$ cat config.mk
export PLATFORM = sky130hd
export DESIGN_NAME = pawt_ram
export DESIGN_NICKNAME = d
export VERILOG_FILES = /design/src/design/paged_allocator_with_translation_top_macros.svh /design/src/design/pawt_ram.sv
export SDC_FILE = /design/constraint.sdc
export NUM_CORES = 2
export LEC_CHECK = 0
export BUFFER_PORTS_ARGS = -buffer_cell sky130_fd_sc_hd__buf_2
export CAP_MARGIN = 20
export CORE_MARGIN = 3
export CORE_UTILIZATION = 33
export CTS_BUF_LIST = sky130_fd_sc_hd__clkbuf_4
export DETAILED_ROUTE_END_ITERATION = 10
export PLACE_DENSITY = 0.55
export SLEW_MARGIN = 20
export SYNTH_ARGS = -nofsm -noshare
export SYNTH_HDL_FRONTEND = slang
export SYNTH_SLANG_ARGS = --single-unit
$ cat constraint.sdc
create_clock -name clk -period 2.21 [get_ports clk]
set_clock_uncertainty 0.1 [all_clocks]
set_input_delay 0 -clock clk [delete_from_list [all_inputs] [get_ports clk]]
set_output_delay 0 -clock clk [all_outputs]
set_load 0.02 [all_outputs]
$ cat src/design/paged_allocator_with_translation_top_macros.svh
// Assertion helpers for the paged allocator
`ifndef PAGED_ALLOCATOR_WITH_TRANSLATION_TOP_MACROS_SVH
`define PAGED_ALLOCATOR_WITH_TRANSLATION_TOP_MACROS_SVH
`ifndef SYNTHESIS
// same-cycle implication
`define PAWT_ASSERT_IMP(lbl, ck, rn, a, c) \
  lbl: assert property (@(posedge ck) disable iff (!rn) (a) |-> (c)) \
    else $error("assertion failed");
// next-cycle implication
`define PAWT_ASSERT_NXT(lbl, ck, rn, a, c) \
  lbl: assert property (@(posedge ck) disable iff (!rn) (a) |=> (c)) \
    else $error("assertion failed");
`else
`define PAWT_ASSERT_IMP(lbl, ck, rn, a, c)
`define PAWT_ASSERT_NXT(lbl, ck, rn, a, c)
`endif
`endif

$ cat src/design/pawt_ram.sv
module pawt_ram #(
  parameter int DW    = 8,
  parameter int DEPTH = 256,
  parameter int AW    = $clog2(DEPTH)
) (
  input  logic          clk,
  input  logic          we,
  input  logic [AW-1:0] waddr,
  input  logic [DW-1:0] wdata,
  input  logic [AW-1:0] raddr,
  output logic [DW-1:0] rdata
);

  logic [DW-1:0] mem [DEPTH];

  // write port
  always_ff @(posedge clk) begin
    if (we) begin
      mem[waddr] <= wdata;
    end
  end

  // registered read port
  always_ff @(posedge clk) begin
    rdata <= mem[raddr];
  end

endmodule

# Word level (Yosys, flattened, before mapping)

Memory sizes are Yosys's and may differ from the RTL's. A register that Yosys moved wholly into a read port is not among the register bits.
Index checks and enable logic that the tools add are counted.

Input port bits: 26
Flip-flop bits (word level): 0
Logic and storage cells: 3
Output and inout port bits: 8
Bits in writable memories: 2048
Memories kept: 1

Memory list:

| name | depth | width | read ports | clocked after Yosys merged registers in | write ports | line           | text |
|---|---|---|---|---|---|---|---|
| mem  | 256   | 8     | 1          | 1                                       | 1           | pawt_ram.sv:14 | `logic [DW-1:0] mem [DEPTH];` |

Mux-type cells: 2

Operators with widths:

| operator         | number |
|---|---|
| 1-bit 2-to-1 mux | 2 |

# Longest topological paths before layout

Word-level depth: 2
Gate-level depth with buffers: 11
Mapped depth without buffers: 6

# Worst setup path after synthesis

Ideal clock, no wire load.

Path kind: input -> register
Start: input port raddr[0]
End: register rdata[2], read port of mem
Stages on the path: 9
Arrival time: 1807 ps
Slack: 172 ps
Required time: 1979 ps
Buffers on the path: 4
Library setup time: 131 ps
Path through: buf_6 -> buf_12 -> buf_8 -> buf_2 -> mux4_2 -> a22oi_1 -> a21oi_1 -> nor4_1 -> nor4_2

RTL lines:

| what               | line           | text |
|---|---|---|
| start: declaration | pawt_ram.sv:10 | `input logic [AW-1:0] raddr,` |
| end: declaration   | pawt_ram.sv:11 | `output logic [DW-1:0] rdata` |

==> flow_summary.toml <==
[run_status]
status = "complete, but fails checks"
failed_checks = "negative setup slack"

[worst_setup_path]
crit_fanout = 1
worstRegToRegCells = 6
end_kind = "register"
crit_arrival_ns = 3.52
critPathRequiredTime_ns = 3.26
start_kind = "register"
path_class = "register to register"

[place]
dp_hpwl_um = 138000
dp_cells = 7444
finalWeightedCongestion = 0.834
io_buffers = 33

[sta]
slew_headroom = 0.427
rsz0062_at_grt = "yes"
period_minus_slack_ns = 2.47
max_freq_mhz = 405
finalHoldViolations = 0
tightest_slew_ns = 0.857
period_share = 1.12
setup-violations-final = 13
setup_ws_ns = -0.258
slew_viol_final = 0

[yosys]
synth-adder-area-share = 0
synth_mux_area_frac = 0.146
ys_seq_area_frac = 0.775
syn_area_mm2 = 0.0796
synthTopCellsByArea = "edfxtp_1, mux4_2, mux2i_1, nor2_1, a22oi_1"
synth_nets = 3759
synth_flop_cell = "edfxtp_1"
ys_types = 55
async_reset_ff_frac = 0
syn_avg_cell_area_um2 = 21.3
synth_compound_area_frac = 0.0342
synth_top_area_frac = 0.773
synth_warnings = 0
yosysTopAreaCell = "edfxtp_1"
yosys.area_share.xor_xnor = 0
yosys.area_share.simple = 0.0263
synth_seq_cells = 2056
synth_top_family_by_area = "multiplexers"
synth_edf_count = 2048
synthCells = 3733

[global_routing]
grt.total_usage = 0.174
antenna_found_initial = 17
busiest_layer = "met2"
grt-ovfl-total = 0
grt_use_met3 = 0.0395
grt_use_met2 = 0.281
grt_pass1_wl_um = 315000
use_met1 = 0.234
grt_max_degree = 92
first_global_vias = 45200

[power]
p_leak_nw = 31.9
fin_total_pwr_mw = 80.4
ir_drop_mv = 0.485
p_per_area_mw_per_mm2 = 831

[layout]
layout.nets = 4923
layout.cells.non_filler = 8413
areaGrowthSynthToFinish_pct = 21.6
utilization = 0.405
final_layout_size_suffix_gt1_frac = 0.407

[clock_tree]
cts_buffers = 549
clk_path_buf_depth = 4
clk_pin_slew_ns = 0.06
cts.sinks = 2056
clock_latency_ns = 1.36
clockRootBuffer = "clkbuf_4"
htreeDepth = 6
tritoncts = "built"

[hold_path]
whs_path_depth = 6
min_path_type = "input pin to register"

[routing]
vias = 43000
drt-vias-per-instance = 5.11
wl_um = 217000
firstDrtPassIters = 5
drc = 0
drtIter0Drc = 3895
ant_nets = 0
wl_per_cell_um = 25.7

[floorplanning]
initial_core_util = 0.333
die_x_um = 497
die-area_mm2 = 0.247
fp.dieH_um = 497
core-area_mm2 = 0.239
num_io_pins = 34
fp-row-count = 179

[run]
maxCapViolCount = 0
timing repair:
action / CTS / global route
hold buffers: 67 / 6
gates resized for setup: 43 / 14
pin swaps: 13 / 3
endpoints found under the hold margin: 4104 / 43
setup endpoints to repair: 15 / 438
buffers inserted: 0 / 0
area by class of cell:
class | count | area [um2]
flip-flops and latches | 2056 | 61700
inverters | 2 | 7.51
fillers | 21500 | 142000
repair buffers | 846 | 7730
clock inverters | 105 | 666
multi-input cells | 1442 | 16800
clock buffers | 788 | 5920
diodes | 7 | 17.5
well taps | 3167 | 3960
final timing paths:
| check | from | endpoint | slack, ns |
|---|---|---|---|
| worst max-delay path | mem[64][0] | rdata[0] | -0.26 |
| worst min-delay path | waddr[5] | mem[127][0] | 0.11 |
| worst max register to register | mem[64][0] | rdata[0] | -0.26 |
| worst min register to register | mem[41][3] | rdata[3] | 0.92 |
where the power goes:
group | internal (mW) | switching, mW | leakage [nW]
sequential | 43.0 | 0.0834 | 18.5
clock | 17.3 | 15.1 | 3.96
combinational | 2.01 | 2.84 | 9.51
cells in the final DEF (no fill, tap or decap), types with 11 or more instances in the layout:
master and count:
a211oi_1 13, a21oi_1 96, a22oi_1 132, buf_12 84
buf_2 17, buf_4 663, clkbuf_4 788, clkinv_1 67
clkinv_2 16, dlygate4sd3_1 62, edfxtp_1 2048, mux2i_1 134
mux4_2 454, nand2_1 33, nand3_1 28, nor2_1 274
nor2b_1 26, nor3_1 15, nor4_1 11, nor4_2 14
o221ai_1 46, o22ai_1 28
cells in the mapped netlist (2+ instances only):
cell type  count
nand2_1       33
o22ai_1       28
and3b_1        2
nor2_1       282
nor4_1        24
a211oi_1      16
and2_1         6
o22a_1         5
nor3_1        22
nor2b_1       31
dfxtp_1        8
buf_8         13
nand4_1       10
clkbuf_1     111
o21ai_0       10
a21oi_1       96
o32ai_1        4
nor4_2         3
a221oi_1      13
a22oi_1      133
buf_6         21
a2111oi_1      2
buf_1         22
mux4_1         2
a311oi_1       2
buf_12         8
mux4_2       454
a2111oi_0      2
buf_4         27
a22o_1         8
a31oi_1        2
o21ai_1        2
nand2b_1       8
nand3_1       34
edfxtp_1    2048
buf_2         31
o221ai_1      46
o211ai_1      10
nand3b_1       2
mux2i_1      134
or2_2          4
worst max-delay path, stage by stage (launching register included):
cell      delay, ns
edfxtp_1       0.38
mux4_2         0.50
mux4_2         0.55
nor2b_4        0.17
nor4_4         0.40
buf_4          0.21
nor4_2         0.04
stage by stage:
step           instance area, um2  setup WS (ns)  setup TNS (ns)  hold slack, ns
3_5_place_dp                89100          -1.07           -7.03           0.199
3_3_place_gp                89000          -1.76           -8.85           0.190
2_1_floorplan               79600          0.172               0        -0.00113
5_1_grt                     96700         -0.323           -1.71          0.0116
4_1_cts                     96600         -0.293           -9.02          0.0121
6_report                    96700         -0.258           -1.04           0.112
flip-flops by register name, indices dropped and copies added (netlist names):
register	count
rdata	8
mem	2048
routing by layer:
metal	vias up	routed length (um)
met5	-	27
met4	4	4700
met3	316	15200
met2	1692	106000
met1	22600	90700
li1	18400	-
cells by family (layout without fill, tap and decap cells):
group	after synthesis	after routing
other	0	7
DFF	2056	2056
and+or+nand+nor	466	466
buffers and inverters	235	1741
muxes	591	591
AOI/OAI and AO/OA	385	385
(Power assumes the default switching activity.)
